<file path="src/rtl/lwf_pkg.sv">
// lwf_pkg: shared constants, register map and the result record type of the
// laplacian window filter. Used by lwf_conv, lwf_out_queue and the top level.
`timescale 1ns / 1ps

package lwf_pkg;

   // geometry and pixel constants
   localparam int DEF_MAX_WIDTH = 1024;
   localparam int KERNEL_SIZE   = 3;
   localparam int TAPS          = KERNEL_SIZE * KERNEL_SIZE;
   localparam int WIN_REGS      = KERNEL_SIZE * (KERNEL_SIZE - 1);
   localparam int PIX_W         = 8;
   localparam int COEF_W        = 6;
   localparam int PROD_W        = PIX_W + 1 + COEF_W;
   localparam int SUM_W         = PROD_W + 4;
   localparam int MID_GRAY      = 128;
   localparam int PIX_MAX       = 255;

   // register map (index = byte address / 8)
   localparam int CSR_ADDR_W = 5;
   localparam logic [1:0] REG_IMAGE_WIDTH   = 2'd0;
   localparam logic [1:0] REG_IMAGE_HEIGHT  = 2'd1;
   localparam logic [1:0] REG_KERNEL_COEFFS = 2'd2;

   localparam logic [10:0] DEF_IMAGE_WIDTH  = 11'd640;
   localparam logic [11:0] DEF_IMAGE_HEIGHT = 12'd480;
   // -1 in every tap, 8 in the center tap
   localparam logic [53:0] DEF_KERNEL       = 54'h3F_FFFF_C8FF_FFFF;

   // output queue; depth must be a power of two
   localparam int QUEUE_DEPTH = 8;

   // one accepted pixel and the results it causes
   typedef struct packed {
      logic        emit_win;   // interior center one row up, one column left
      logic        emit_self;  // the pixel itself, on the border
      logic [11:0] row;
      logic [9:0]  col;
      logic [7:0]  blue;
      logic [7:0]  green;
      logic [7:0]  red;
      logic [7:0]  filt;       // clamped filter value of the window
   } lwf_rec_type;

endpackage

</file>
<file path="src/rtl/lwf_conv.sv">
// lwf_conv: two-stage 3x3 multiply-accumulate on red samples, with mid-gray
// offset and clamping. Depends on lwf_pkg.
`timescale 1ns / 1ps

module lwf_conv
   import lwf_pkg::*;
(
   input  logic                  clock,
   input  logic                  reset,
   input  logic                  in_valid,
   input  lwf_rec_type           in_rec,
   input  logic [TAPS*PIX_W-1:0] px,      // tap k at bits 8k+7..8k, row-major
   input  logic [53:0]           coeffs,
   output logic                  out_valid,
   output lwf_rec_type           out_rec
);

   logic signed [PROD_W-1:0] prod_in [TAPS];
   logic signed [PROD_W-1:0] prod_ff [TAPS];
   logic                     valid_ff;
   lwf_rec_type              rec_ff;
   logic signed [SUM_W-1:0]  sum;

   // stage 1: nine small products
   always_comb begin
      for (int k = 0; k < TAPS; k++) begin
         prod_in[k] = $signed({1'b0, px[k*PIX_W +: PIX_W]})
                      * $signed(coeffs[k*COEF_W +: COEF_W]);
      end
   end

   always_ff @(posedge clock) begin
      if (reset) begin
         valid_ff <= 1'b0;
      end else begin
         valid_ff <= in_valid;
      end
   end

   always_ff @(posedge clock) begin
      rec_ff <= in_rec;
      for (int k = 0; k < TAPS; k++) begin
         prod_ff[k] <= prod_in[k];
      end
   end

   // stage 2: sum, offset, clamp
   always_comb begin
      sum = SUM_W'(MID_GRAY);
      for (int k = 0; k < TAPS; k++) begin
         sum = sum + SUM_W'(prod_ff[k]);
      end
      out_rec = rec_ff;
      if (sum < 0) begin
         out_rec.filt = '0;
      end else if (sum > SUM_W'(PIX_MAX)) begin
         out_rec.filt = PIX_W'(PIX_MAX);
      end else begin
         out_rec.filt = sum[PIX_W-1:0];
      end
   end

   assign out_valid = valid_ff;

endmodule

</file>
<file path="config.mk">
export PLATFORM = sky130hd
export DESIGN_NAME = lwf_conv
export DESIGN_NICKNAME = d
export VERILOG_FILES = /design/src/rtl/lwf_pkg.sv /design/src/rtl/lwf_conv.sv
export SDC_FILE = /design/constraint.sdc
export NUM_CORES = 1
export LEC_CHECK = 0
export ABC_CLOCK_PERIOD_IN_PS = 9600
export BUFFER_PORTS_ARGS = -buffer_cell sky130_fd_sc_hd__buf_2
export CAP_MARGIN = 25
export CORE_MARGIN = 2
export CORE_UTILIZATION = 66
export DETAILED_ROUTE_END_ITERATION = 10
export GPL_TIMING_DRIVEN = 0
export PLACE_DENSITY = 0.95
export SYNTH_ARGS = -nofsm -noshare
export SYNTH_HDL_FRONTEND = slang
export SYNTH_SLANG_ARGS = --single-unit
</file>
<file path="constraint.sdc">
create_clock -name clock -period 9.6 [get_ports clock]
set_input_delay 0.96 -clock clock [delete_from_list [all_inputs] [get_ports clock]]
set_output_delay 0.96 -clock clock [all_outputs]
set_load 0.02 [all_outputs]
</file>
# Word level (Yosys, flattened, before mapping)
# Memories as Yosys holds them, arrays and structs flattened.
# Index checks and enable logic that the tools add are counted.
[word_totals]
ff_bits = 49
mem_bits_rw = 135
inputBits = 185
output_inout_bits = 57
elab_cells = 31
memories = 1
[classes]
n_addsub = 9
mul = 9
n_lt_le_gt_ge = 2
mux = 2
[mem_list]
columns = ["name", "words", "word_bits", "rd", "rd_clocked_by_memory_dff", "wr", "line_no", "text"]
rows = [
  ["prod_ff", 9, 15, 9, 0, 9, "lwf_conv.sv:19", "logic signed [PROD_W-1:0] prod_ff [TAPS];"],
]
[op_table]
columns = ["op", "n"]
rows = [
  ["9-bit by 6-bit multiplier with 15-bit output", 9],
  ["19-bit by 15-bit adder with 19-bit output", 5],
  ["18-bit by 15-bit adder with 19-bit output", 1],
  ["19-bit by 9-bit greater-than comparator with 1-bit output, second input constant", 1],
  ["19-bit by 1-bit less-than comparator with 1-bit output, second input constant", 1],
  ["17-bit by 15-bit adder with 18-bit output", 1],
  ["16-bit by 15-bit adder with 17-bit output", 1],
  ["9-bit by 15-bit adder with 16-bit output, first input constant", 1],
  ["8-bit 2-to-1 mux", 2],
]

# Longest topological paths before layout
# Gate-level depths: netlist of the first run.
[logic_depth]
word_depth = 12
mapped_depth = 19
depth_no_buf = 19

# Least setup slack after synthesis of the first run
# OpenSTA, ideal clock, no wires.
[synth_path]
path_kind = "register to output"
from = "memory prod_ff[0][96] in the netlist's numbering"
to = "output out_rec[0] in the netlist's numbering"
arrival_ns = 5.044
t_required_ns = 8.640
slack_ns = 3.596
stages_incl_launch_ff = 16
cell_sequence = "dfxtp_1 > fa_1 > fa_1 > inv_1 > fa_1 > inv_1 > fa_1 > fa_1 > ha_1 > and3_2 > a221oi_2 > or4b_4 > a311oi_1 > mux2i_1 > nand4_1 > a21oi_1"
[synth_rtl]
columns = ["item", "line_no", "text"]
rows = [
  ["start: declaration", "lwf_conv.sv:19", ""],
  ["end: declaration", "lwf_conv.sv:15", "output lwf_rec_type out_rec"],
]

==> results of run 1 <==
[placed cells by master (no fill, tap or decap), drive strengths merged, types with 2 or more instances in the layout]
| master | Yosys | layout |
|---|---|---|
| a21oi | 75 | 75 |
| clkbuf | 0 | 17 |
| nor3 | 22 | 22 |
| o311ai | 8 | 8 |
| and4 | 5 | 5 |
| nor2b | 30 | 30 |
| nor2 | 14 | 14 |
| nor4 | 13 | 13 |
| dfxtp | 184 | 184 |
| o311a | 5 | 5 |
| nand4 | 18 | 18 |
| mux2i | 2 | 2 |
| xnor2 | 41 | 41 |
| inv | 379 | 390 |
| nand4b | 2 | 2 |
| and2 | 166 | 166 |
| a21o | 21 | 21 |
| xor2 | 39 | 39 |
| nand2b | 54 | 54 |
| and3 | 14 | 14 |
| fa | 333 | 333 |
| o21a | 3 | 3 |
| buf | 0 | 233 |
| o21bai | 18 | 18 |
| clkinv | 0 | 4 |
| o2111ai | 3 | 3 |
| a31oi | 10 | 10 |
| nand2 | 226 | 226 |
| nand3 | 10 | 10 |
| or4 | 19 | 19 |
| a2111oi | 7 | 7 |
| ha | 349 | 349 |
| o21ai | 25 | 25 |
[logic make-up (layout without fill, tap and decap cells)]
family	after synthesis	in the layout	share of synthesized area, %
compound gates	181	181	5.48
xor+xnor	80	80	3.31
fa+ha+maj	682	682	52.1
buf+inv	379	644	6.72
flops	184	184	17.4
mux	2	2	0.0945
other cells	0	1	0
simple gates	598	598	14.9
[sequential cells by signal, summed over array words and instances, names as in the netlist]
name / count
out_valid: 1
out_rec: 48
prod_ff: 135
[path summary, 6_finish.rpt]
kind	depth (start not counted)	startpoint	end	slack, ns
max	16	prod_ff[0][66]$_DFF_P_	out_rec[7]	2.13
min	1	in_rec[12]	out_rec[12]$_DFF_P_	0.61
[layout make-up]
type	instances	area share, %
Antenna cell	1	0.0106
Clock buffer	17	1.81
Clock inverter	15	1.01
Inverter	379	6.05
Multi-Input combinational cell	1543	68.4
Sequential cell	184	15.7
Tap cell	402	2.14
Timing Repair Buffer	233	4.96
[through the flow]
stage,utilization [%],cell area [um2],std cells,worst slack (ns)
after floorplan,-,21200,2106,3.60
after global placement,72.4,22800,2741,3.14
after detailed placement,72.4,22800,2741,2.91
after CTS,74.5,23500,2773,2.37
after global routing,74.5,23500,2773,2.05
final,74.5,23500,2774,2.13
[routing by layer]
metal	vias to the layer above	part of all wire, %
met5	-	0
met2	794	51
met1	8039	36
met4	0	6.0
met3	253	6.8
li1	7268	-
==> results.py, run 1 <==
metrics = {
    "outcome": {
        "status": "finished, final reports clean",
    },
    "clock_tree": {
        "ctsResizeCount": 0,
        "cts_tree": "yes",
        "post-cts-setup-buffers": 0,
        "clk_pin_slew_ns": 0.09,
        "cts_root_buf": "clkbuf_16",
        "clockBufferDepth": 2,
        "cts.sinks": 184,
        "h-tree-depth": 4,
        "holdBufCountCts": 0,
        "cts_inserted_buffers": 17,
    },
    "placed_design": {
        "place_hpwl_um": 42500,
        "port_buffers": 233,
        "gp_congestion": 0.911,
    },
    "die": {
        "fp.dieW_um": 183,
        "num_rows": 65,
        "die_area_um2": 33500,
        "start_util_pct": 67.1,
        "die_y_um": 183,
        "num_io_pins": 242,
        "fp.coreArea_um2": 31600,
    },
    "worst_setup_path": {
        "path_cells": "inv_1 -> fa_1 -> fa_1 -> fa_1 -> inv_1 -> fa_1 -> fa_1 -> ha_1 -> and3_2 -> a221oi_2 -> or4b_4 -> a311oi_1 -> mux2i_1 -> nand4_1 -> a21oi_1 -> buf_2",
        "critPathLaunchType": "flip-flop",
        "slowest_stage": "or4b_4",
        "crit_fanout": 8,
        "cp.required_ns": 8.64,
        "crit_type": "flip-flop to output port",
        "cp.arrival_ns": 6.51,
        "crit_family": "adder cells",
        "crit_top_cell": "fa_1",
        "critPathCaptureType": "output port",
        "cpPeakStageDelay_ns": 0.58,
        "critPathBufInv": 3,
    },
    "timing": {
        "slew_viol_final": 0,
        "setup_violations": 0,
        "final.setup.tns_ns": 0,
        "worst_pin_slew_ns": 0.520,
        "finalCriticalPeriod_ns": 7.47,
        "timing.fmax_ghz": 0.134,
        "period_share_pct": 77.8,
        "hold_viol": 0,
        "maxSlewHeadroom_pct": 64.4,
        "whs_ns": 0.608,
        "rsz0062_at_grt": "no",
    },
    "final_layout": {
        "multiInputGateArea_um2": 16100,
        "n_fill_cell": 1933,
        "area_growth_pct": 11.0,
        "ff_latch_area_um2": 3680,
        "fin_nets": 3225,
        "drive_gt1_share_pct": 11.4,
    },
    "synthesis": {
        "synth-seq-area-share_pct": 17.4,
        "yosysWarnings": 0,
        "yosys-top-cells-count": "inv_1, ha_1, fa_1",
        "ys_async_sr_fraction_pct": 0,
        "syn_area_um2": 21200,
        "ys_seq_elements": 184,
        "synth_edf_count": 0,
        "post-synth-top-count-cell": "inv_1",
        "yosys-top-cells-area": "fa_1, ha_1, dfxtp_1",
        "postSynthCellCount": 2106,
        "syn_nets": 2973,
        "ys.flop_type": "dfxtp_1",
        "yosysTopAreaCellShare_pct": 31.5,
        "synth.distinct_cells": 43,
        "synth_largest_area_cell": "fa_1",
        "syn_area_per_cell_um2": 10.1,
    },
    "global_routing": {
        "use_met2_pct": 59.8,
        "grt.overflow.total": 0,
        "use_met3_pct": 6.29,
        "grt-busiest-layer": "met2",
        "met1_usage_pct": 37.3,
        "antenna_found_initial": 1,
        "grt_max_degree": 25,
        "grt_pass1_vias": 17800,
        "grt_pass1_wl_um": 87600,
        "grtUsageTotal_pct": 33.1,
    },
    "drt": {
        "drt_first_pass_iters": 6,
        "dr.first_iter.drc_count": 1220,
        "drt-total-wl_um": 53100,
        "ant_nets": 0,
        "via_per_inst": 5.90,
        "vias": 16400,
        "wl_per_cell_um": 19.1,
        "drc": 0,
    },
    "worst_hold_path": {
        "hold_class": "input pin to flip-flop",
    },
    "job": {
        "maxCapViolations": 0,
    },
}
Power of run 1 is not shown: default switching activity piles up to over one toggle a cycle in this logic, so the estimate is an artifact.
==> run 2: changes to the inputs <==
ABC_CLOCK_PERIOD_IN_PS = 7700   (was 9600)
CORE_UTILIZATION = 61   (was 66)
PLACE_DENSITY = 0.93   (was 0.95)
clock period = 7.7 ns   (was 9.6 ns; I/O delays follow)
==> run 2 against run 1 <==
Against the previous run:
- routed wire length down 4.7%
- sequential share of layout area about the same
- worst setup slack worse by 1.5 ns
- count of clock-buffer cells in the layout unchanged
- die area up 8.0%
- via count down 2.0%
- final area up 0.11%
- first-iteration DRC count down 25%
- global-route usage down 4.0 points
- utilization down 6.0 points
- largest cell class unchanged
==> results.py, run 2 (synthesis results as in run 1) <==
metrics = {
    "timing": {
        "final.setup.tns_ns": 0,
        "slew_viol_final": 0,
        "rsz0062_at_grt": "no",
        "hold_viol": 0,
        "maxSlewHeadroom_pct": 62.1,
        "period_share_pct": 91.3,
        "timing.fmax_ghz": 0.142,
        "setup_violations": 0,
        "worst_pin_slew_ns": 0.568,
        "finalCriticalPeriod_ns": 7.03,
    },
    "worst_setup_path": {
        "slowest_stage": "a2111oi_4",
        "critPathCaptureType": "output port",
        "cpPeakStageDelay_ns": 0.58,
        "path_cells": "fa_1 -> fa_1 -> inv_1 -> fa_1 -> inv_1 -> fa_1 -> fa_1 -> ha_1 -> and3_2 -> a221oi_2 -> xnor2_1 -> nor4b_1 -> o2111ai_1 -> a2111oi_4 -> a21oi_1 -> buf_2",
        "cp.required_ns": 6.93,
        "crit_top_cell": "fa_1",
        "crit_fanout": 8,
        "cp.arrival_ns": 6.26,
        "critPathLaunchType": "flip-flop",
        "crit_type": "flip-flop to output port",
    },
    "final_layout": {
        "area_growth_pct": 11.1,
        "fin_nets": 3225,
        "largest_register_ffs": 135,
        "top_register": "prod_ff",
        "drive_gt1_share_pct": 11.4,
        "stdcell_count": 2828,
        "final_cell_mix": "inv_1, ha_1, fa_1",
        "layout_commonest_cell": "inv_1",
    },
    "clock_tree": {
        "holdBufCountCts": 0,
        "h-tree-depth": 4,
        "clk_pin_slew_ns": 0.08,
        "clockBufferDepth": 2,
        "cts_root_buf": "clkbuf_16",
        "cts_inserted_buffers": 17,
        "cts.sinks": 184,
        "post-cts-setup-buffers": 0,
        "ctsResizeCount": 0,
        "cts_tree": "yes",
    },
    "die": {
        "fp.coreArea_um2": 34400,
        "die_area_um2": 36200,
        "start_util_pct": 61.6,
        "num_rows": 68,
        "fp.dieW_um": 190,
        "num_io_pins": 242,
        "die_y_um": 190,
    },
    "placed_design": {
        "dp_cells": 2794,
        "gp_congestion": 0.922,
        "place_hpwl_um": 41800,
        "port_buffers": 233,
    },
    "drt": {
        "vias": 16000,
        "dr.first_iter.drc_count": 913,
        "drt_first_pass_iters": 7,
        "wl_per_cell_um": 17.9,
        "drc": 0,
        "drt-total-wl_um": 50600,
        "ant_nets": 0,
        "via_per_inst": 5.67,
    },
    "worst_hold_path": {
        "hold_class": "input pin to flip-flop",
        "whs_path_depth": 1,
        "min_to": "out_rec[13]$_DFF_P_",
        "hp-start": "in_rec[13]",
    },
    "global_routing": {
        "antenna_found_initial": 2,
        "grtUsageTotal_pct": 29.1,
        "grt_max_degree": 22,
        "grt_pass1_wl_um": 83600,
        "grt.overflow.total": 0,
        "grt_pass1_vias": 17500,
    },
    "job": {
        "maxCapViolations": 0,
    },
    "outcome": {
        "status": "finished, final reports clean",
    },
}
## run 2: worst max path at each step
stage / startpoint / endpoint / slack (ns) / cells after the start
floorplan: prod_ff[0][96]$_DFF_P_ / out_rec[0] / 1.89 / 15
global placement: prod_ff[0][96]$_DFF_P_ / out_rec[3] / 1.38 / 16
detailed placement: prod_ff[0][111]$_DFF_P_ / out_rec[4] / 1.30 / 16
CTS: prod_ff[0][104]$_DFF_P_ / out_rec[4] / 0.77 / 17
global route: prod_ff[0][96]$_DFF_P_ / out_rec[4] / 0.41 / 16
finish: prod_ff[0][96]$_DFF_P_ / out_rec[4] / 0.67 / 16
## run 2: stage by stage
| stage | hold WS, ns | utilization [%] | area, um2 | setup slack [ns] |
|---|---|---|---|---|
| final | 0.424 | 68.5 | 23500 | 0.666 |
| after global routing | 0.409 | 68.5 | 23500 | 0.406 |
| after CTS | 0.413 | 68.5 | 23500 | 0.766 |
| after detailed placement | 0.874 | 66.7 | 22900 | 1.30 |
| after global placement | 0.873 | 66.7 | 22900 | 1.38 |
| after floorplan | 0.798 | - | 21200 | 1.89 |
## run 2: final cells by class
type	instances	area [um2]
Antenna cell	2	5.00
Clock buffer	17	425
Clock inverter	15	194
Fill cell	2380	10800
Inverter	379	1420
Multi-Input combinational cell	1543	16100
Sequential cell	184	3680
Tap cell	455	569
Timing Repair Buffer	233	1170
## run 2: per-layer routing
layer  share of wire, %  global-route usage, %  vias to the layer above  routed length [um]
met4                5.0                   14.5                        0                2560
met1                 37                   32.6                     7941               18600
met2                 52                   53.4                      659               26200
met3                6.4                   4.91                      168                3260
li1                   -                      -                     7267                   -
met5                  0                      0                        -                   0
## run 2: critical path: cells and delay by family, from the launching register on
family	cells	cell delay, ns
adder cells (fa/ha/maj)	6	2.85
AO/OA/AOI/OAI	4	1.49
AND/OR/NAND/NOR	2	0.69
flip-flops	1	0.33
buffers and inverters	3	0.31
XOR/XNOR	1	0.15
Power of run 2 is left out for the same reason.
